### config.mk
export PLATFORM = sky130hd
export DESIGN_NAME = omni_wheel_mixer_unit
export DESIGN_NICKNAME = d
export VERILOG_FILES = /design/src/rtl/core/owm_pkg.sv /design/src/rtl/core/omni_wheel_mixer_unit.sv /design/src/rtl/core/owm_front.sv /design/src/rtl/core/owm_queue.sv /design/src/rtl/core/owm_scale.sv
export SDC_FILE = /design/constraint.sdc
export NUM_CORES = 2
export LEC_CHECK = 0
export ABC_AREA = 1
export ABC_CLOCK_PERIOD_IN_PS = 23000
export BUFFER_PORTS_ARGS = -buffer_cell sky130_fd_sc_hd__buf_2
export CORE_ASPECT_RATIO = 1.1
export CORE_MARGIN = 2
export CORE_UTILIZATION = 45
export DETAILED_ROUTE_END_ITERATION = 12
export PLACE_DENSITY = 0.72
export REMOVE_ABC_BUFFERS = 1
export SYNTH_ARGS = -nofsm -noshare
export SYNTH_HDL_FRONTEND = slang
export SYNTH_SLANG_ARGS = --single-unit
export TNS_END_PERCENT = 50
### constraint.sdc
create_clock -name i_clk -period 23 [get_ports i_clk]
set_input_delay 4.6 -clock i_clk [delete_from_list [all_inputs] [get_ports i_clk]]
set_output_delay 4.6 -clock i_clk [all_outputs]
set_load 0.01 [all_outputs]
### src/rtl/core/owm_pkg.sv
// omni wheel mixer shared package: widths, register indexes and trig tables
// no dependencies
package owm_pkg;

    localparam int MAX_WHEELS_DEF = 8;
    localparam int TBL_ROWS       = 8;
    localparam int CMD_W          = 16;
    localparam int COEF_W         = 16;
    localparam int RAW_W          = 35;
    localparam int LIM_W          = 15;
    localparam int PROD_W         = 50;
    localparam int DRV_W          = 16;
    localparam int IDX_W          = 3;
    localparam int CNT_W          = 4;
    localparam int CFG_IDX_W      = 1;
    localparam int CFG_DATA_W     = 15;

    localparam logic [CFG_IDX_W-1:0] REG_WHEEL_COUNT = 1'b0;
    localparam logic [CFG_IDX_W-1:0] REG_POWER_LIMIT = 1'b1;

    typedef struct packed {
        logic signed [CMD_W-1:0] x;
        logic signed [CMD_W-1:0] y;
        logic signed [CMD_W-1:0] turn;
        logic [IDX_W-1:0]        row;
    } t_cmd;

    typedef struct packed {
        logic signed [RAW_W-1:0] raw;
        logic [IDX_W-1:0]        idx;
        logic                    last;
        logic [RAW_W-1:0]        norm;
        logic [LIM_W-1:0]        limit;
    } t_job;

    function automatic logic signed [COEF_W-1:0] cos_q14(
        input logic [IDX_W-1:0] row, input logic [IDX_W-1:0] col);
        logic signed [COEF_W-1:0] v;
        v = '0;
        unique case ({row, col})
            6'o00: v = -16'sd16384;
            6'o20: v = 16'sd8192;  6'o21: v = -16'sd16384; 6'o22: v = 16'sd8192;
            6'o30: v = 16'sd11585; 6'o31: v = -16'sd11585;
            6'o32: v = -16'sd11585; 6'o33: v = 16'sd11585;
            6'o40: v = 16'sd13255; 6'o41: v = -16'sd5063; 6'o42: v = -16'sd16384;
            6'o43: v = -16'sd5063; 6'o44: v = 16'sd13255;
            6'o50: v = 16'sd14189; 6'o52: v = -16'sd14189; 6'o53: v = -16'sd14189;
            6'o55: v = 16'sd14189;
            6'o60: v = 16'sd14761; 6'o61: v = 16'sd3646; 6'o62: v = -16'sd10215;
            6'o63: v = -16'sd16384; 6'o64: v = -16'sd10215; 6'o65: v = 16'sd3646;
            6'o66: v = 16'sd14761;
            6'o70: v = 16'sd15137; 6'o71: v = 16'sd6270; 6'o72: v = -16'sd6270;
            6'o73: v = -16'sd15137; 6'o74: v = -16'sd15137; 6'o75: v = -16'sd6270;
            6'o76: v = 16'sd6270; 6'o77: v = 16'sd15137;
            default: v = '0;
        endcase
        return v;
    endfunction

    function automatic logic signed [COEF_W-1:0] sin_q14(
        input logic [IDX_W-1:0] row, input logic [IDX_W-1:0] col);
        logic signed [COEF_W-1:0] v;
        v = '0;
        unique case ({row, col})
            6'o10: v = 16'sd16384; 6'o11: v = -16'sd16384;
            6'o20: v = 16'sd14189; 6'o22: v = -16'sd14189;
            6'o30: v = 16'sd11585; 6'o31: v = 16'sd11585;
            6'o32: v = -16'sd11585; 6'o33: v = -16'sd11585;
            6'o40: v = 16'sd9630; 6'o41: v = 16'sd15582; 6'o43: v = -16'sd15582;
            6'o44: v = -16'sd9630;
            6'o50: v = 16'sd8192; 6'o51: v = 16'sd16384; 6'o52: v = 16'sd8192;
            6'o53: v = -16'sd8192; 6'o54: v = -16'sd16384; 6'o55: v = -16'sd8192;
            6'o60: v = 16'sd7109; 6'o61: v = 16'sd15973; 6'o62: v = 16'sd12810;
            6'o64: v = -16'sd12810; 6'o65: v = -16'sd15973; 6'o66: v = -16'sd7109;
            6'o70: v = 16'sd6270; 6'o71: v = 16'sd15137; 6'o72: v = 16'sd15137;
            6'o73: v = 16'sd6270; 6'o74: v = -16'sd6270; 6'o75: v = -16'sd15137;
            6'o76: v = -16'sd15137; 6'o77: v = -16'sd6270;
            default: v = '0;
        endcase
        return v;
    endfunction

endpackage

### src/rtl/core/omni_wheel_mixer_unit.sv
// Omni wheel mixer: each accepted command (x, y, turn) gives one result per
// wheel, wheel 0 first, tlast on the final one. The front end makes one pass
// over the wheels for the normalizer and a second pass issuing jobs; the back
// end handles one job at a time (load, multiply, 16-step divide, output) and
// takes no new job until its result is in the output register, so sustained
// throughput is set by that divider. A two-entry queue separates the two
// halves. Config writes are taken any time but must only be issued while idle.
module omni_wheel_mixer_unit import owm_pkg::*; #(
    parameter int MAX_WHEELS = MAX_WHEELS_DEF
) (
    input  logic                  i_clk,
    input  logic                  i_rst_n,
    input  logic                  s_axis_tvalid,
    output logic                  s_axis_tready,
    input  logic [47:0]           s_axis_tdata,   // x_command, y_command, turn_command
    output logic                  m_axis_tvalid,
    input  logic                  m_axis_tready,
    output logic [23:0]           m_axis_tdata,   // wheel_index, drive_value, zero fill
    output logic                  m_axis_tlast,
    input  logic                  i_cfg_we,
    input  logic [CFG_IDX_W-1:0]  i_cfg_idx,
    input  logic [CFG_DATA_W-1:0] i_cfg_data
);
    logic [CNT_W-1:0] r_count;
    logic [LIM_W-1:0] r_limit;
    t_cmd             cmd;
    t_job             fj, qj;
    logic             fv, fr, qv, qr;
    logic [IDX_W-1:0] idx;
    logic [DRV_W-1:0] drv;

    always_ff @(posedge i_clk) begin
        if (!i_rst_n) begin
            r_count <= CNT_W'(4);
            r_limit <= LIM_W'(16384);
        end else if (i_cfg_we) begin
            unique case (i_cfg_idx)
                REG_WHEEL_COUNT: r_count <= i_cfg_data[CNT_W-1:0];
                REG_POWER_LIMIT: r_limit <= i_cfg_data[LIM_W-1:0];
                default: ;
            endcase
        end
    end

    assign cmd = '{x: s_axis_tdata[15:0], y: s_axis_tdata[31:16],
                   turn: s_axis_tdata[47:32], row: '0};

    owm_front #(.MAX_WHEELS(MAX_WHEELS)) u_front (
        .i_clk, .i_rst_n, .i_valid(s_axis_tvalid), .o_ready(s_axis_tready),
        .i_cmd(cmd), .i_count(r_count), .i_limit(r_limit),
        .o_job_valid(fv), .i_job_ready(fr), .o_job(fj));

    owm_queue u_queue (
        .i_clk, .i_rst_n, .i_valid(fv), .o_ready(fr), .i_job(fj),
        .o_valid(qv), .i_ready(qr), .o_job(qj));

    owm_scale u_scale (
        .i_clk, .i_rst_n, .i_valid(qv), .o_ready(qr), .i_job(qj),
        .o_valid(m_axis_tvalid), .i_ready(m_axis_tready),
        .o_idx(idx), .o_drive(drv), .o_last(m_axis_tlast));

    assign m_axis_tdata = {5'd0, drv, idx};
endmodule

### src/rtl/core/owm_front.sv
// front end: takes commands, walks the wheels computing raw values and the normalizer
// depends on owm_pkg; feeds jobs into the queue one wheel at a time
module owm_front import owm_pkg::*; #(
    parameter int MAX_WHEELS = MAX_WHEELS_DEF
) (
    input  logic                  i_clk,
    input  logic                  i_rst_n,
    input  logic                  i_valid,
    output logic                  o_ready,
    input  t_cmd                  i_cmd,
    input  logic [CNT_W-1:0]      i_count,
    input  logic [LIM_W-1:0]      i_limit,
    output logic                  o_job_valid,
    input  logic                  i_job_ready,
    output t_job                  o_job
);
    // pass 0 finds the normalizer, pass 1 emits jobs
    logic              r_busy, n_busy;
    logic              r_pass, n_pass;
    logic [IDX_W-1:0]  r_col, n_col;
    t_cmd              r_cmd;
    logic [RAW_W-1:0]  r_norm;
    logic [LIM_W-1:0]  r_limit;

    logic signed [RAW_W-1:0] raw;
    logic [RAW_W-1:0]        mag;
    logic                    col_last, step;

    assign raw = RAW_W'(r_cmd.x * cos_q14(r_cmd.row, r_col))
               + RAW_W'(r_cmd.y * sin_q14(r_cmd.row, r_col))
               + (RAW_W'(r_cmd.turn) <<< 14);
    assign mag      = raw[RAW_W-1] ? RAW_W'(-raw) : RAW_W'(raw);
    assign col_last = (r_col == r_cmd.row);
    assign step     = r_busy && (!r_pass || i_job_ready);

    assign o_ready     = !r_busy || (r_pass && col_last && i_job_ready);
    assign o_job_valid = r_busy && r_pass;
    assign o_job       = '{raw: raw, idx: r_col, last: col_last,
                           norm: r_norm, limit: r_limit};

    always_comb begin
        n_busy = r_busy;
        n_pass = r_pass;
        n_col  = r_col;
        if (step) begin
            if (col_last) begin
                n_col  = '0;
                n_pass = !r_pass;
                if (r_pass) n_busy = 1'b0;
            end else begin
                n_col = r_col + 1'b1;
            end
        end
        if (i_valid && o_ready && i_count != '0) begin
            n_busy = 1'b1;
            n_pass = 1'b0;
            n_col  = '0;
        end
    end

    always_ff @(posedge i_clk) begin
        if (!i_rst_n) begin
            r_busy <= 1'b0;
            r_pass <= 1'b0;
            r_col  <= '0;
        end else begin
            r_busy <= n_busy;
            r_pass <= n_pass;
            r_col  <= n_col;
        end
    end

    always_ff @(posedge i_clk) begin
        if (i_valid && o_ready) begin
            r_cmd   <= '{x: i_cmd.x, y: i_cmd.y, turn: i_cmd.turn,
                         row: (i_count > CNT_W'(MAX_WHEELS)) ? IDX_W'(MAX_WHEELS - 1)
                                                              : IDX_W'(i_count - 1'b1)};
            r_norm  <= RAW_W'(1) << 26;
            r_limit <= i_limit;
        end else if (step && !r_pass && mag > r_norm) begin
            r_norm <= mag;
        end
    end
endmodule

### src/rtl/core/owm_queue.sv
// two-entry job queue between the front end and the scaler
// depends on owm_pkg
module owm_queue import owm_pkg::*; (
    input  logic i_clk,
    input  logic i_rst_n,
    input  logic i_valid,
    output logic o_ready,
    input  t_job i_job,
    output logic o_valid,
    input  logic i_ready,
    output t_job o_job
);
    t_job       r_mem [2];
    logic       r_wp, r_rp;
    logic [1:0] r_cnt;
    logic       push, pop;

    assign o_ready = (r_cnt != 2'd2);
    assign o_valid = (r_cnt != 2'd0);
    assign o_job   = r_mem[r_rp];
    assign push    = i_valid && o_ready;
    assign pop     = o_valid && i_ready;

    always_ff @(posedge i_clk) begin
        if (!i_rst_n) begin
            r_wp  <= 1'b0;
            r_rp  <= 1'b0;
            r_cnt <= '0;
        end else begin
            if (push) r_wp <= !r_wp;
            if (pop)  r_rp <= !r_rp;
            r_cnt <= r_cnt + {1'b0, push} - {1'b0, pop};
        end
    end

    always_ff @(posedge i_clk) begin
        if (push) r_mem[r_wp] <= i_job;
    end
endmodule

### src/rtl/core/owm_scale.sv
// back end: raw*limit then a restoring divide by the normalizer, one bit a cycle
// depends on owm_pkg; output register holds the finished result
module owm_scale import owm_pkg::*; (
    input  logic                    i_clk,
    input  logic                    i_rst_n,
    input  logic                    i_valid,
    output logic                    o_ready,
    input  t_job                    i_job,
    output logic                    o_valid,
    input  logic                    i_ready,
    output logic [IDX_W-1:0]        o_idx,
    output logic signed [DRV_W-1:0] o_drive,
    output logic                    o_last
);
    localparam int QB = 16;   // quotient magnitude < 2^15, 16 steps is ample

    logic              r_busy, r_mul;
    logic [4:0]        r_cnt;
    logic [PROD_W-1:0] r_rem;
    logic [RAW_W-1:0]  r_den;
    logic [QB-1:0]     r_q;
    logic              r_neg;
    logic [IDX_W-1:0]  r_idx;
    logic              r_last;
    logic [RAW_W-1:0]  r_mag;
    logic [LIM_W-1:0]  r_lim;
    logic              r_ovalid, n_ovalid;

    logic              done, take, fire;
    logic [PROD_W-1:0] trial;
    logic [PROD_W-1:0] rem_sh;

    assign done    = r_busy && !r_mul && r_cnt == 5'd0;
    assign fire    = done && (!r_ovalid || i_ready);
    assign o_ready = !r_busy;
    assign take    = i_valid && o_ready;
    assign o_valid = r_ovalid;

    // numerator < 2^(QB-1) * den, so start with den shifted left by QB-1
    assign rem_sh = r_rem;
    assign trial  = (PROD_W'(r_den) << (r_cnt - 5'd1));

    always_comb begin
        n_ovalid = r_ovalid;
        if (r_ovalid && i_ready) n_ovalid = 1'b0;
        if (fire) n_ovalid = 1'b1;
    end

    always_ff @(posedge i_clk) begin
        if (!i_rst_n) begin
            r_busy   <= 1'b0;
            r_mul    <= 1'b0;
            r_cnt    <= '0;
            r_ovalid <= 1'b0;
        end else begin
            r_ovalid <= n_ovalid;
            if (take) begin
                r_busy <= 1'b1;
                r_mul  <= 1'b1;
            end else if (r_mul) begin
                r_mul <= 1'b0;
                r_cnt <= 5'(QB);
            end else if (r_busy && r_cnt != 5'd0) begin
                r_cnt <= r_cnt - 5'd1;
            end else if (fire) begin
                r_busy <= 1'b0;
            end
        end
    end

    always_ff @(posedge i_clk) begin
        if (take) begin
            r_mag  <= i_job.raw[RAW_W-1] ? RAW_W'(-i_job.raw) : RAW_W'(i_job.raw);
            r_neg  <= i_job.raw[RAW_W-1];
            r_den  <= i_job.norm;
            r_lim  <= i_job.limit;
            r_idx  <= i_job.idx;
            r_last <= i_job.last;
        end else if (r_mul) begin
            r_rem <= PROD_W'(r_mag * r_lim);
            r_q   <= '0;
        end else if (r_busy && r_cnt != 5'd0) begin
            if (rem_sh >= trial) begin
                r_rem <= rem_sh - trial;
                r_q   <= {r_q[QB-2:0], 1'b1};
            end else begin
                r_q   <= {r_q[QB-2:0], 1'b0};
            end
        end
        if (fire) begin
            o_drive <= r_neg ? DRV_W'(-r_q) : DRV_W'(r_q);
            o_idx   <= r_idx;
            o_last  <= r_last;
        end
    end
endmodule

; ---- Yosys cells after proc, flatten, opt, wreduce, memory -nomap -nowiden
; Memory sizes are Yosys's and may differ from the RTL's. A register that Yosys moved wholly into a read port is not among the register bits.
; Cells that the tools add are included.
[classes]
addsub = 11
multipliers = 3
magnitude_cmp = 3
eq_ne = 4
n_shift = 1
muxes = 26
bitwise = 3
reduce_logical = 44
[ops]
columns = cell, count
row1 = 50-bit 2-to-1 mux, 3
row2 = 35-bit negator, 2
row3 = 16-bit by 16-bit multiplier with 32-bit output, 2
row4 = 50-bit >= comparator, 1
row5 = 35-bit by 15-bit multiplier with 50-bit output, 1
row6 = 35-bit by 5-bit left shift with 50-bit output, 1
row7 = 50-bit subtractor, 1
row8 = 35-bit by 30-bit adder with 35-bit output, 1
row9 = 35-bit adder, 1
row10 = 35-bit greater-than comparator, 1
row11 = 35-bit 2-to-1 mux, 1
row12 = 34-bit 2-to-1 mux, 1
row13 = 16-bit 2-to-1 mux, 2
row14 = 1-bit 2-to-1 mux, 16
row15 = 16-bit negator, 1
row16 = 2-bit nonzero test, 8
row17 = 1-bit logical AND, 15
row18 = 5-bit 2-to-1 mux, 2
row19 = 3-bit AND reduction, 3
row20 = 2-bit AND reduction, 4
row21 = 1-bit zero test, 7
row22 = "2-bit != test, second input constant", 3
row23 = 5-bit zero test, 1
row24 = 5-bit nonzero test, 1
row25 = 12 further kinds, 16
[word_totals]
ff_bits = 313
mem_bits_rw = 178
rom_bits = 2048
out_inout_bits = 27
wordCells = 128
n_memories = 3
[mem_list]
columns = name, depth, width, read_ports, rd_clocked_by_memory_dff, wr, line
row1 = (name not given), 64, 16, 1, 0, 0, owm_pkg.sv:64  ; unique case ({row, col})
row2 = (name not given), 64, 16, 1, 0, 0, owm_pkg.sv:40  ; unique case ({row, col})
row3 = u_queue.r_mem, 2, 89, 1, 1, 1, owm_queue.sv:13  ; t_job r_mem [2];

; ---- Depth between registers and ports, before layout
[depth]
word_depth = 8
depth_mapped = 72
depth_no_buf = 70

; ---- Modules after synthesis
; Synthesis repeated with hierarchy kept, for this count alone.
[hier_totals]
cells_unflattened = 8503
area_unflattened_um2 = 68184.1
[modules_own_cells]
columns = mod, n_inst, cells_each, area_per_inst_um2
row1 = owm_scale, 1, 4632, 32195.9
row2 = owm_front, 1, 3461, 28544.9
row3 = owm_queue, 1, 313, 6686.4
row4 = omni_wheel_mixer_unit, 1, 97, 757.0

; ---- Worst setup path after synthesis
; No wires, ideal clock.
[synth_timing]
kind = reg-to-reg
from = register u_front.r_col[0]
to = register u_front.r_norm[17]
setup_time_ps = 115
arrival_ps = 10500
t_required_ps = 22885
path_slack_ps = 12384
path_stages_with_launch = 62
synth_period_minus_slack_ps = 10616
path_cell_list = dfxtp_1 inv_1 ha_1 nand2_1 inv_1 o21ai_0 nand2_1 o211ai_1 nand2_1 inv_1 clkbuf_1 nand2_1 fa_1 inv_1 fa_1 inv_1 fa_1 inv_1 [26 not listed] buf_2 o21ai_0 xor2_1 inv_1 ha_1 a21oi_1 nor2_1 nor2_1 a21oi_1 nor3_1 o21ai_0 nand2_1 nand3_1 nand2_1 clkbuf_1 a21oi_1 o21ai_0 inv_1
[synth_via]
elab_chain_len = 8
word_cells_on_any_way = 15
classes_between = add/sub: 3 / mul: 2 / order compare: 1 / eq/ne: 1 / mux: 1 / reduce/logical: 5 / memory: 2
[synth_rtl]
columns = item, line
row1 = from (decl), owm_front.sv:20  ; logic [IDX_W-1:0] r_col, n_col;
row2 = from (signal assigned), owm_front.sv:69  ; r_col <= n_col;
row3 = memory read 64 x 16 bit (on tied branches), n/a
row4 = 16-bit by 16-bit multiplier with 32-bit output (on tied branches), "owm_front.sv:29, owm_front.sv:30"
row5 = 35-bit adder *, owm_front.sv:30  ; + RAW_W'(r_cmd.y * sin_q14(r_cmd.row, r_col))
row6 = 35-bit by 30-bit adder with 35-bit output *, owm_front.sv:31  ; + (RAW_W'(r_cmd.turn) <<< 14);
row7 = 35-bit negator, owm_front.sv:32  ; assign mag = raw[RAW_W-1] ? RAW_W'(-raw) : RAW_W'(raw);
row8 = 35-bit 2-to-1 mux *, owm_front.sv:32
row9 = via u_front.mag[4], owm_front.sv:26  ; logic [RAW_W-1:0] mag;
row10 = 35-bit greater-than comparator *, owm_front.sv:80  ; end else if (step && !r_pass && mag > r_norm) begin
row11 = 1-bit logical AND *, owm_front.sv:80
row12 = to (signal assigned), owm_front.sv:78  ; r_norm <= RAW_W'(1) << 26;
row13 = to (signal assigned), owm_front.sv:81  ; r_norm <= mag;
row14 = to (decl), owm_front.sv:22  ; logic [RAW_W-1:0] r_norm;
; The timed path passes the listed nets; every way through them passes the cells marked *.
; A chain may end at the register's enable or synchronous reset.

; ---- Final worst setup path
[layout_timing]
from = register u_front.r_col[1]
to = register u_front.r_norm[24]
; Same word-level chain as after synthesis.

==> out/results.tsv <==
metric	value	unit
CTS Buf Count	57	
Post-route DRC	0	
Final Hold Viols	0	
MaxCap Viol Count	0	
Netlist Area Pre-Place	65500	sq um
clk_lat worst skew	0.69	ns
outcome	completed	
Final #Nets	9432	
Min Hold Slack	0.424	ns
gr ovfl total	0	
relative slew slack	0.198	
Post-synth EDFFs	420	
arrival time at the worst endpoint	14.95	ns
Hold Buf Count CTS	0	
cell mode on critical path	inv_1	
pin slew with the least headroom to its limit	1.20	ns
Die Span Y	404	um
RePlAce Congestion	0.989	
Clock Sinks	492	
crit path kind	reg -> reg	
first drt pass iteration count	9	
dpl hpwl	153000	um
detailed-route via count	52600	
H-tree level count	2	
Mapped Avg Cell Area	8.16	sq um
CP Capture Type	register	
Port-buffer cells	90	
Worst-path clk slew	0.06	ns
Syn Inst Count	8028	
routed wire length	188000	um
top cell type's share of synthesized area	0.297	
asr flop ratio synth	0	
Die ar.	149000	sq um
Critical-path top delay cell	inv_1	
pins over their slew limit	0	
CTS Buffer Depth	3	
crit path launch type	register	
Max Fclk	69.2	MHz
initial antenna violation count	3	
first-pass GRT wire length	298000	um
crit path time final	14.44	ns
worst-path fanout max	44	
PostCTS Resize Cnt	0	
yosys warns	0	
RR Startpoint	u_front.r_col[1]	
ratio of cells with drive above 1 in the final layout	0.0422	
Core Region	144000	sq um
Total GRT Usage	0.255	
Rows	146	
Initial Util	0.454	
Yosys reg bits	492	
FF-to-FF End	u_front.r_norm[24]	
Yosys top cell by area	fa_1	
Setup Viol. Count Final	0	
Crit path required time	23.50	ns
Fillers	13800	
number of global-route vias before repair	55500	
Synth Flop Type	edfxtp_1	
Clock Root Buffer	clkbuf_16	
area grow syn2layout	6.29	%
TritonCTS clock tree	built	
Place WS	8.74	ns
Avg WL per Cell	18.9	um
Hold EP	u_scale.o_idx[0]	
worst setup margin	8.56	ns
cell count of the worst hold path	0	
postcts setup bufs	0	
r2r setup slk	8.56	ns
setup_tns	0	ns
critical hold path startpoint	u_scale.r_idx[0]	
min-delay worst type	reg -> reg	
fin crit share	0.628	
starting DRC count in detailed routing	3791	
post-route ant nets	0	
Crit path largest cell delay	0.77	ns
register area share after synthesis	0.215	
Top Ports	96	
R2R depth	60	
Clock Skew	0.0365	ns
Die X	368	um
Synth area leaders	fa_1 (30%), edfxtp_1 (19%), nand2_1 (11%), inv_1 (10%), ha_1 (8.2%)	
Netlist cell types	65	
Vias/cell	5.29	
largest net degree at the start of global routing	66	
RSZ-0062 raised after global routing	false	
## registers in the layout, indices dropped and copies added (netlist names), 2 cells and up, named ones only
register / cells
u_queue.r_mem: 178
u_front.r_cmd: 51
u_scale.r_rem: 50
u_front.r_norm: 35
u_scale.r_den: 35
u_scale.r_mag: 35
u_scale.o_drive: 16
u_scale.r_q: 16
r_limit: 15
u_front.r_limit: 15
u_scale.r_lim: 15
u_scale.r_cnt: 5
r_count: 4
u_front.r_col: 3
u_scale.o_idx: 3
u_scale.r_idx: 3
u_queue.r_cnt: 2
## metal layers
metal / part of all wire / global-route usage / up-vias
met5: 0 / 0 / -
met4: 0.067 / 0.145 / 0
met3: 0.057 / 0.0304 / 551
met2: 0.50 / 0.457 / 1929
met1: 0.37 / 0.295 / 25800
li1: - / - / 24400
## cell usage after synthesis (9+ instances only)
master,number
a211oi_1,9
a21o_1,18
a21oi_1,344
a31oi_1,31
buf_1,29
clkbuf_1,208
clkinv_1,16
dfxtp_1,72
edfxtp_1,420
fa_1,972
ha_1,428
inv_1,1794
inv_2,10
mux2i_1,47
nand2_1,1834
nand2_2,27
nand3_1,171
nand4_1,42
nor2_1,693
nor2_2,18
nor3_1,35
nor4_1,14
o21a_1,18
o21ai_0,414
o21ai_1,19
o21bai_1,19
o221ai_1,11
or2_2,22
xnor2_1,67
xor2_1,111
## critical path, delay by kind of cell, from the launching register on
family,cells,cell delay (ns)
xor gates and xnor gates,1,0.18
and+or+nand+nor,25,4.30
DFF,1,0.46
AOI/OAI and AO/OA,9,2.14
adders and majority gates,11,4.83
buffers and inverters,14,2.31
## layout make-up
type,count,area [sq um],area share
sequential,492,14100,0.202
tap,1924,2410,0.0346
clock buffer,72,1530,0.0220
antenna,2,5.00,0.0000719
clock inverter,36,403,0.00579
timing repair buffer,126,721,0.0103
inverter,1820,6830,0.0981
multi-input combinational,5466,43700,0.627
## worst max-delay path by stage
| stage | from | to |
|---|---|---|
| floorplan | u_front.r_col[2] | u_front.r_norm[33] |
| global placement | u_front.r_col[1] | u_front.r_norm[33] |
| detailed placement | u_front.r_col[1] | u_front.r_norm[33] |
| CTS | u_front.r_col[1] | u_front.r_norm[24] |
| global route | u_front.r_col[2] | u_front.r_norm[6] |
| finish | u_front.r_col[1] | u_front.r_norm[24] |
## cells by family after synthesis
family / after synthesis / share of synthesized area
compound gates: 939 / 0.0784
xor+xnor: 178 / 0.0238
fa+ha+maj: 1400 / 0.379
other cells: 1 / 0.0000572
buf+inv: 2075 / 0.120
mux: 48 / 0.00739
flops: 492 / 0.215
simple gates: 2895 / 0.177
## placed cells by master, fill, tap and decap left out, drive strengths merged, types with 9 or more instances in the layout
master | Yosys | final
nand2 | 1861 | 1861
inv | 1804 | 1814
fa | 972 | 972
nor2 | 713 | 713
o21ai | 441 | 441
ha | 428 | 428
edfxtp | 420 | 420
a21oi | 348 | 348
nand3 | 179 | 179
buf | 47 | 126
xor2 | 111 | 111
dfxtp | 72 | 72
clkbuf | 208 | 72
xnor2 | 67 | 67
mux2i | 48 | 48
nand4 | 44 | 44
nor3 | 37 | 37
clkinv | 16 | 35
a31oi | 31 | 31
or2 | 26 | 26
o21bai | 19 | 19
o21a | 18 | 18
a21o | 18 | 18
nor4 | 14 | 14
o221ai | 11 | 11
a211oi | 9 | 9
o31ai | 9 | 9
## per-stage QoR
| step | instance area [sq um] | util | std cells |
|---|---|---|---|
| after floorplan | 64500 | - | 7778 |
| after global placement | 67700 | 0.469 | 9828 |
| after detailed placement | 67700 | 0.469 | 9828 |
| after CTS | 69600 | 0.482 | 9936 |
| after global routing | 69600 | 0.483 | 9938 |
| final | 69600 | 0.483 | 9938 |
Power is not shown: default switching activity piles up to over one toggle a cycle in this logic, so the estimate is an artifact.
